$ cat src/rtl/aesctr_pkg.sv
// Shared types, constants and AES helper functions for the AES-128 CTR block.
// No dependencies.
package aesctr_pkg;

  localparam int unsigned NumRounds = 10;
  localparam int unsigned CfgIdxW   = 2;
  localparam int unsigned CountW    = 5;
  localparam int unsigned InDataW   = 197;  // 64+64+64+5
  localparam int unsigned InTdataW  = 200;
  localparam int unsigned OutDataW  = 133;
  localparam int unsigned OutTdataW = 136;

  localparam logic [CfgIdxW-1:0] CfgKeyLow   = 2'd0;
  localparam logic [CfgIdxW-1:0] CfgKeyHigh  = 2'd1;
  localparam logic [CfgIdxW-1:0] CfgNonce    = 2'd2;

  typedef logic [127:0] block_t;
  typedef logic [NumRounds:0][127:0] rkeys_t;

  // Side data carried alongside the cipher state
  typedef struct packed {
    logic [127:0]      data;
    logic [CountW-1:0] count;
  } side_t;

  localparam logic [7:0] SBOX [256] = '{
    8'h63,8'h7c,8'h77,8'h7b,8'hf2,8'h6b,8'h6f,8'hc5,8'h30,8'h01,8'h67,8'h2b,8'hfe,8'hd7,8'hab,8'h76,
    8'hca,8'h82,8'hc9,8'h7d,8'hfa,8'h59,8'h47,8'hf0,8'had,8'hd4,8'ha2,8'haf,8'h9c,8'ha4,8'h72,8'hc0,
    8'hb7,8'hfd,8'h93,8'h26,8'h36,8'h3f,8'hf7,8'hcc,8'h34,8'ha5,8'he5,8'hf1,8'h71,8'hd8,8'h31,8'h15,
    8'h04,8'hc7,8'h23,8'hc3,8'h18,8'h96,8'h05,8'h9a,8'h07,8'h12,8'h80,8'he2,8'heb,8'h27,8'hb2,8'h75,
    8'h09,8'h83,8'h2c,8'h1a,8'h1b,8'h6e,8'h5a,8'ha0,8'h52,8'h3b,8'hd6,8'hb3,8'h29,8'he3,8'h2f,8'h84,
    8'h53,8'hd1,8'h00,8'hed,8'h20,8'hfc,8'hb1,8'h5b,8'h6a,8'hcb,8'hbe,8'h39,8'h4a,8'h4c,8'h58,8'hcf,
    8'hd0,8'hef,8'haa,8'hfb,8'h43,8'h4d,8'h33,8'h85,8'h45,8'hf9,8'h02,8'h7f,8'h50,8'h3c,8'h9f,8'ha8,
    8'h51,8'ha3,8'h40,8'h8f,8'h92,8'h9d,8'h38,8'hf5,8'hbc,8'hb6,8'hda,8'h21,8'h10,8'hff,8'hf3,8'hd2,
    8'hcd,8'h0c,8'h13,8'hec,8'h5f,8'h97,8'h44,8'h17,8'hc4,8'ha7,8'h7e,8'h3d,8'h64,8'h5d,8'h19,8'h73,
    8'h60,8'h81,8'h4f,8'hdc,8'h22,8'h2a,8'h90,8'h88,8'h46,8'hee,8'hb8,8'h14,8'hde,8'h5e,8'h0b,8'hdb,
    8'he0,8'h32,8'h3a,8'h0a,8'h49,8'h06,8'h24,8'h5c,8'hc2,8'hd3,8'hac,8'h62,8'h91,8'h95,8'he4,8'h79,
    8'he7,8'hc8,8'h37,8'h6d,8'h8d,8'hd5,8'h4e,8'ha9,8'h6c,8'h56,8'hf4,8'hea,8'h65,8'h7a,8'hae,8'h08,
    8'hba,8'h78,8'h25,8'h2e,8'h1c,8'ha6,8'hb4,8'hc6,8'he8,8'hdd,8'h74,8'h1f,8'h4b,8'hbd,8'h8b,8'h8a,
    8'h70,8'h3e,8'hb5,8'h66,8'h48,8'h03,8'hf6,8'h0e,8'h61,8'h35,8'h57,8'hb9,8'h86,8'hc1,8'h1d,8'h9e,
    8'he1,8'hf8,8'h98,8'h11,8'h69,8'hd9,8'h8e,8'h94,8'h9b,8'h1e,8'h87,8'he9,8'hce,8'h55,8'h28,8'hdf,
    8'h8c,8'ha1,8'h89,8'h0d,8'hbf,8'he6,8'h42,8'h68,8'h41,8'h99,8'h2d,8'h0f,8'hb0,8'h54,8'hbb,8'h16};

  function automatic logic [7:0] gf_double(input logic [7:0] v);
    gf_double = {v[6:0], 1'b0} ^ (v[7] ? 8'h1b : 8'h00);
  endfunction

  // SubBytes + ShiftRows, byte i at bits 8i+7:8i, byte r+4c = row r col c
  function automatic block_t sub_shift(input block_t s);
    block_t t;
    for (int c = 0; c < 4; c++) begin
      for (int r = 0; r < 4; r++) begin
        t[8*(r+4*c) +: 8] = SBOX[s[8*(r+4*((c+r)%4)) +: 8]];
      end
    end
    sub_shift = t;
  endfunction

  function automatic block_t mix_columns(input block_t s);
    block_t t;
    logic [7:0] a0, a1, a2, a3, all;
    for (int c = 0; c < 4; c++) begin
      a0 = s[32*c +: 8];
      a1 = s[32*c+8 +: 8];
      a2 = s[32*c+16 +: 8];
      a3 = s[32*c+24 +: 8];
      all = a0 ^ a1 ^ a2 ^ a3;
      t[32*c +: 8]    = a0 ^ all ^ gf_double(a0 ^ a1);
      t[32*c+8 +: 8]  = a1 ^ all ^ gf_double(a1 ^ a2);
      t[32*c+16 +: 8] = a2 ^ all ^ gf_double(a2 ^ a3);
      t[32*c+24 +: 8] = a3 ^ all ^ gf_double(a3 ^ a0);
    end
    mix_columns = t;
  endfunction

  // One key-schedule round: previous round key and rcon give the next
  function automatic block_t key_round(input block_t k, input logic [7:0] rc);
    logic [31:0] t;
    block_t n;
    t = {SBOX[k[103:96]], SBOX[k[127:120]], SBOX[k[119:112]], SBOX[k[111:104]] ^ rc};
    n[31:0]   = k[31:0] ^ t;
    n[63:32]  = k[63:32] ^ n[31:0];
    n[95:64]  = k[95:64] ^ n[63:32];
    n[127:96] = k[127:96] ^ n[95:64];
    key_round = n;
  endfunction

endpackage

$ cat src/rtl/aesctr_keysched.sv
// Sequential AES-128 key expansion into a round-key register bank.
// Depends on aesctr_pkg. Takes one round per cycle after a key write or reset.
module aesctr_keysched (
  input  logic                 clk_i,
  input  logic                 rst_ni,
  input  logic                 start_i,
  input  aesctr_pkg::block_t   key_i,
  output aesctr_pkg::rkeys_t   rkeys_o
);
  import aesctr_pkg::*;

  logic [3:0]  round_q, round_d;
  logic [7:0]  rc_q, rc_d;
  logic        busy_q, busy_d;
  rkeys_t      rk_q, rk_d;

  // Expansion step: round r built from round r-1
  always_comb begin
    round_d = round_q;
    rc_d    = rc_q;
    busy_d  = busy_q;
    rk_d    = rk_q;
    if (start_i) begin
      rk_d[0] = key_i;
      round_d = 4'd1;
      rc_d    = 8'h01;
      busy_d  = 1'b1;
    end else if (busy_q) begin
      rk_d[round_q] = key_round(rk_q[round_q - 4'd1], rc_q);
      rc_d          = gf_double(rc_q);
      round_d       = round_q + 4'd1;
      busy_d        = (round_q != 4'(NumRounds));
    end
  end

  // Reset starts expansion of the all-zero key
  always_ff @(posedge clk_i or negedge rst_ni) begin
    if (!rst_ni) begin
      round_q <= 4'd1;
      rc_q    <= 8'h01;
      busy_q  <= 1'b1;
      rk_q    <= '0;
    end else begin
      round_q <= round_d;
      rc_q    <= rc_d;
      busy_q  <= busy_d;
      rk_q    <= rk_d;
    end
  end

  assign rkeys_o = rk_q;
endmodule

$ cat config.mk
export PLATFORM = sky130hd
export DESIGN_NAME = aesctr_keysched
export DESIGN_NICKNAME = d
export VERILOG_FILES = /design/src/rtl/aesctr_pkg.sv /design/src/rtl/aesctr_keysched.sv
export SDC_FILE = /design/constraint.sdc
export NUM_CORES = 2
export LEC_CHECK = 0
export BUFFER_PORTS_ARGS = -buffer_cell sky130_fd_sc_hd__buf_2
export CORE_AREA = 4 4 600 602
export CTS_BUF_LIST = sky130_fd_sc_hd__clkbuf_4
export DETAILED_ROUTE_END_ITERATION = 16
export DIE_AREA = 0 0 604 606
export GPL_TIMING_DRIVEN = 0
export PLACE_DENSITY = 0.48
export SYNTH_ARGS = -nofsm -noshare
export SYNTH_HDL_FRONTEND = slang
export SYNTH_SLANG_ARGS = --single-unit
export TNS_END_PERCENT = 5
$ cat constraint.sdc
create_clock -name clk_i -period 10.15 [get_ports clk_i]
set_input_delay 2.03 -clock clk_i [delete_from_list [all_inputs] [get_ports clk_i]]
set_output_delay 2.03 -clock clk_i [all_outputs]
set_load 0.02 [all_outputs]
==> run_results.csv <==
group,metric,value,unit
setup_path,reg2reg_depth,34,
place,dpl.hpwl,646,mm
outcome,outcome,"finished with violations",
routing,wirelength,825,mm
synth,seq_area_frac_synth,44.6,%
setup_path,arrival,11600,ps
setup_path,cp_num_buf_inv,22,
synth,synth.top_cell.area_share,44.5,%
routing,highest_layer,"met5",
synth,syn_area_per_cell,9.00,µm²
setup_path,start_kind,"flip-flop",
timing,worst_pin_slew,1660,ps
outcome,violations,"capacitance limit, slew limit, setup timing",
synth,synth_commonest_cells,"nand2_1, o21ai_0, dfrtp_1",
synth,ys_ff_latch,1421,
clocking,cts.reportedPaths.clkPinSlew,70,ps
routing,antenna_left,0,
timing,fin_crit,10320,ps
cells_and_area,drive_gt1_share,30.8,%
floorplanning,start_util,22.5,%
floorplanning,dieArea,366000,µm²
timing,relSlewSlack,-10.5,%
routing,avgViaCountPerCell,6.07,
global_routing,grt_max_degree,150,
setup_path,r2r_end,"rkeys_o[1403]",
synth,synth_cells,8848,
routing,vias,98000,
place,port_buffers,1537,
synth,synth-main-ff-cell,"dfrtp_1",
synth,yosys_warnings,0,
synth,yosysTopAreaCell,"dfrtp_1",
synth,synth_cell_type_count,103,
setup_path,critical_path_class,"flip-flop to flip-flop",
cells_and_area,syn2layout_area_growth,32.0,%
floorplanning,die_w,604,µm
setup_path,critPathRequiredTime,11430,ps
floorplanning,core_area,355000,µm²
clocking,cts_root_buf,"clkbuf_4",
setup_path,r2r_setup_slack,-170,ps
timing,fin_tns_setup,-9450,ps
routing,dr_wl_met2,340,mm
synth,syn_area,79700,µm²
routing,drt_iter0_drc,15000,
clocking,clockBufferDepth,4,
routing,drtPass1Iterations,8,
timing,rsz0062_at_grt,"false",
setup_path,crit_slowest_cell,"o21ai_0",
setup_path,cp_max_fo,11,
clocking,cts_tree,"built",
setup_path,endpoint_kind,"flip-flop",
routing,drc,0,
global_routing,antenna_found_initial,122,
timing,setup_viol,148,
floorplanning,core.rowCount,219,
timing,clock.fmax,96.9,MHz
timing,setup_slack,-170,ps
place,pre_cts_slack,-7910,ps
hold_path,hold_path_class,"input port to async pin",
cells_and_area,num-nets-final,11200,
synth,post-synth-top-count-cell,"nand2_1",
routing,wire_per_inst,51.1,µm
place,globalplace.congestion,1.05,
setup_path,max_stage_delay,1290,ps
clocking,clkSinkCount,1421,
global_routing,grt_pass1_wl,1030,mm
setup_path,crit_family,"buffers and inverters",
global_routing,grtUsageTotal,43.2,%
synth,synth.area.top_cells,"dfrtp_1, o21ai_0, nand2_1",
clocking,cts_buffers,409,
timing,clock_skew,239,ps
global_routing,gr-total-overflow,0,
setup_path,cpMostUsedCell,"buf_16",
floorplanning,ioPinCount,1539,
run,cap_viol_max_count,10,
floorplanning,die_y,606,µm
synth,async_reset_ff_share,100,%
timing,period_share,102,%
timing,hold_viol,0,
clocking,clk_latency,1550,ps
routing,drt-met1-wl,296,mm
clocking,ctsHtreeMaxLevel,5,
synth,synth_fp_nets,9039,
global_routing,grt_pass1_vias,91100,
synth,synth_edf_count,0,
timing,slew_viol_final,95,
routing,wl_met3,93.0,mm
setup_path,timing.rr.start,"round_q[0]",
worst max-delay path by stage:
stage                          start             to  cells after the start
after detailed placement  round_q[0]   rkeys_o[884]                     37
after floorplan           round_q[0]  rkeys_o[1019]                     38
after global placement        rst_ni   rkeys_o[622]                      1
after CTS                 round_q[0]   rkeys_o[492]                     35
final                     round_q[0]  rkeys_o[1403]                     34
after global routing      round_q[0]  rkeys_o[1403]                     42
registers in the layout, summed over array words and instances (netlist names):
signal,flops
busy_q,1
rc_q,8
rkeys_o,1408
round_q,4
kinds of logic (layout without fill, tap and decap cells):
logic type / Yosys count / count (layout) / share of synthesized area [%]
AOI/OAI and AO/OA: 2967 / 2967 / 23.0
and+or+nand+nor: 2723 / 2723 / 14.0
DFF: 1421 / 1421 / 44.6
buffers and inverters: 986 / 3445 / 5.33
muxes: 507 / 507 / 9.98
xor gates and xnor gates: 184 / 184 / 2.11
adders and majority gates: 60 / 60 / 0.942
other: 0 / 78 / 0
timing repair:
| action | in CTS | in global routing |
|---|---|---|
| hold endpoints to repair | 0 | 0 |
| buffers inserted | 118 | 9 |
| endpoints found under the setup margin | 1409 | 785 |
| hold buffers | 0 | 0 |
| gates resized for setup | 660 | 31 |
| pin swaps | 61 | 9 |
routing by layer:
metal  up-vias  track usage [%]
met2      8403             62.1
met1     50600             50.4
li1      36600                -
met3      2323             14.8
met5         -                0
met4        36             39.9
metrics by stage:
step | instances | cell area (µm²) | util (%) | hold WS (ps)
after floorplan | 8848 | 79700 | - | 528
after global placement | 15100 | 93300 | 26.3 | 477
after detailed placement | 15200 | 95800 | 27.0 | 481
after CTS | 16100 | 105000 | 29.5 | 378
after global routing | 16100 | 105000 | 29.6 | 458
final | 16100 | 105000 | 29.6 | 425
final cells by class:
cell class / count / area [µm²]
Inverter: 49 / 238
Multi-Input combinational cell: 6441 / 42100
Clock buffer: 603 / 4530
Sequential cell: 1421 / 35600
Antenna cell: 78 / 195
Timing Repair Buffer: 1770 / 11100
Clock inverter: 99 / 517
Fill cell: 38300 / 250000
Tap cell: 4751 / 5940
Buffer: 924 / 5040
layout by cell type, fill, tap and decap left out, drive strengths merged, types with 73 or more instances in the layout:
cell / n
mux4: 224
dfrtp: 1418
nand2: 1898
nand3: 180
a21oi: 300
xnor2: 120
nor2: 359
a211oi: 134
diode: 78
o21ai: 1607
clkinv: 84
clkbuf: 1208
mux2i: 222
o211ai: 155
nor3: 100
buf: 2078
o311ai: 73
worst reg2reg max path: cells and delay by family, from the launching register on:
family,cells,cell delay [ps]
muxes,1,240
adders and majority gates,1,200
buffers and inverters,22,5780
DFF,1,560
and+or+nand+nor,2,660
AOI/OAI and AO/OA,5,2140
xor gates and xnor gates,3,610
Power is left out: the tool's default activity adds up to more than one toggle a clock period on the data nets, which glitch-free logic cannot reach.
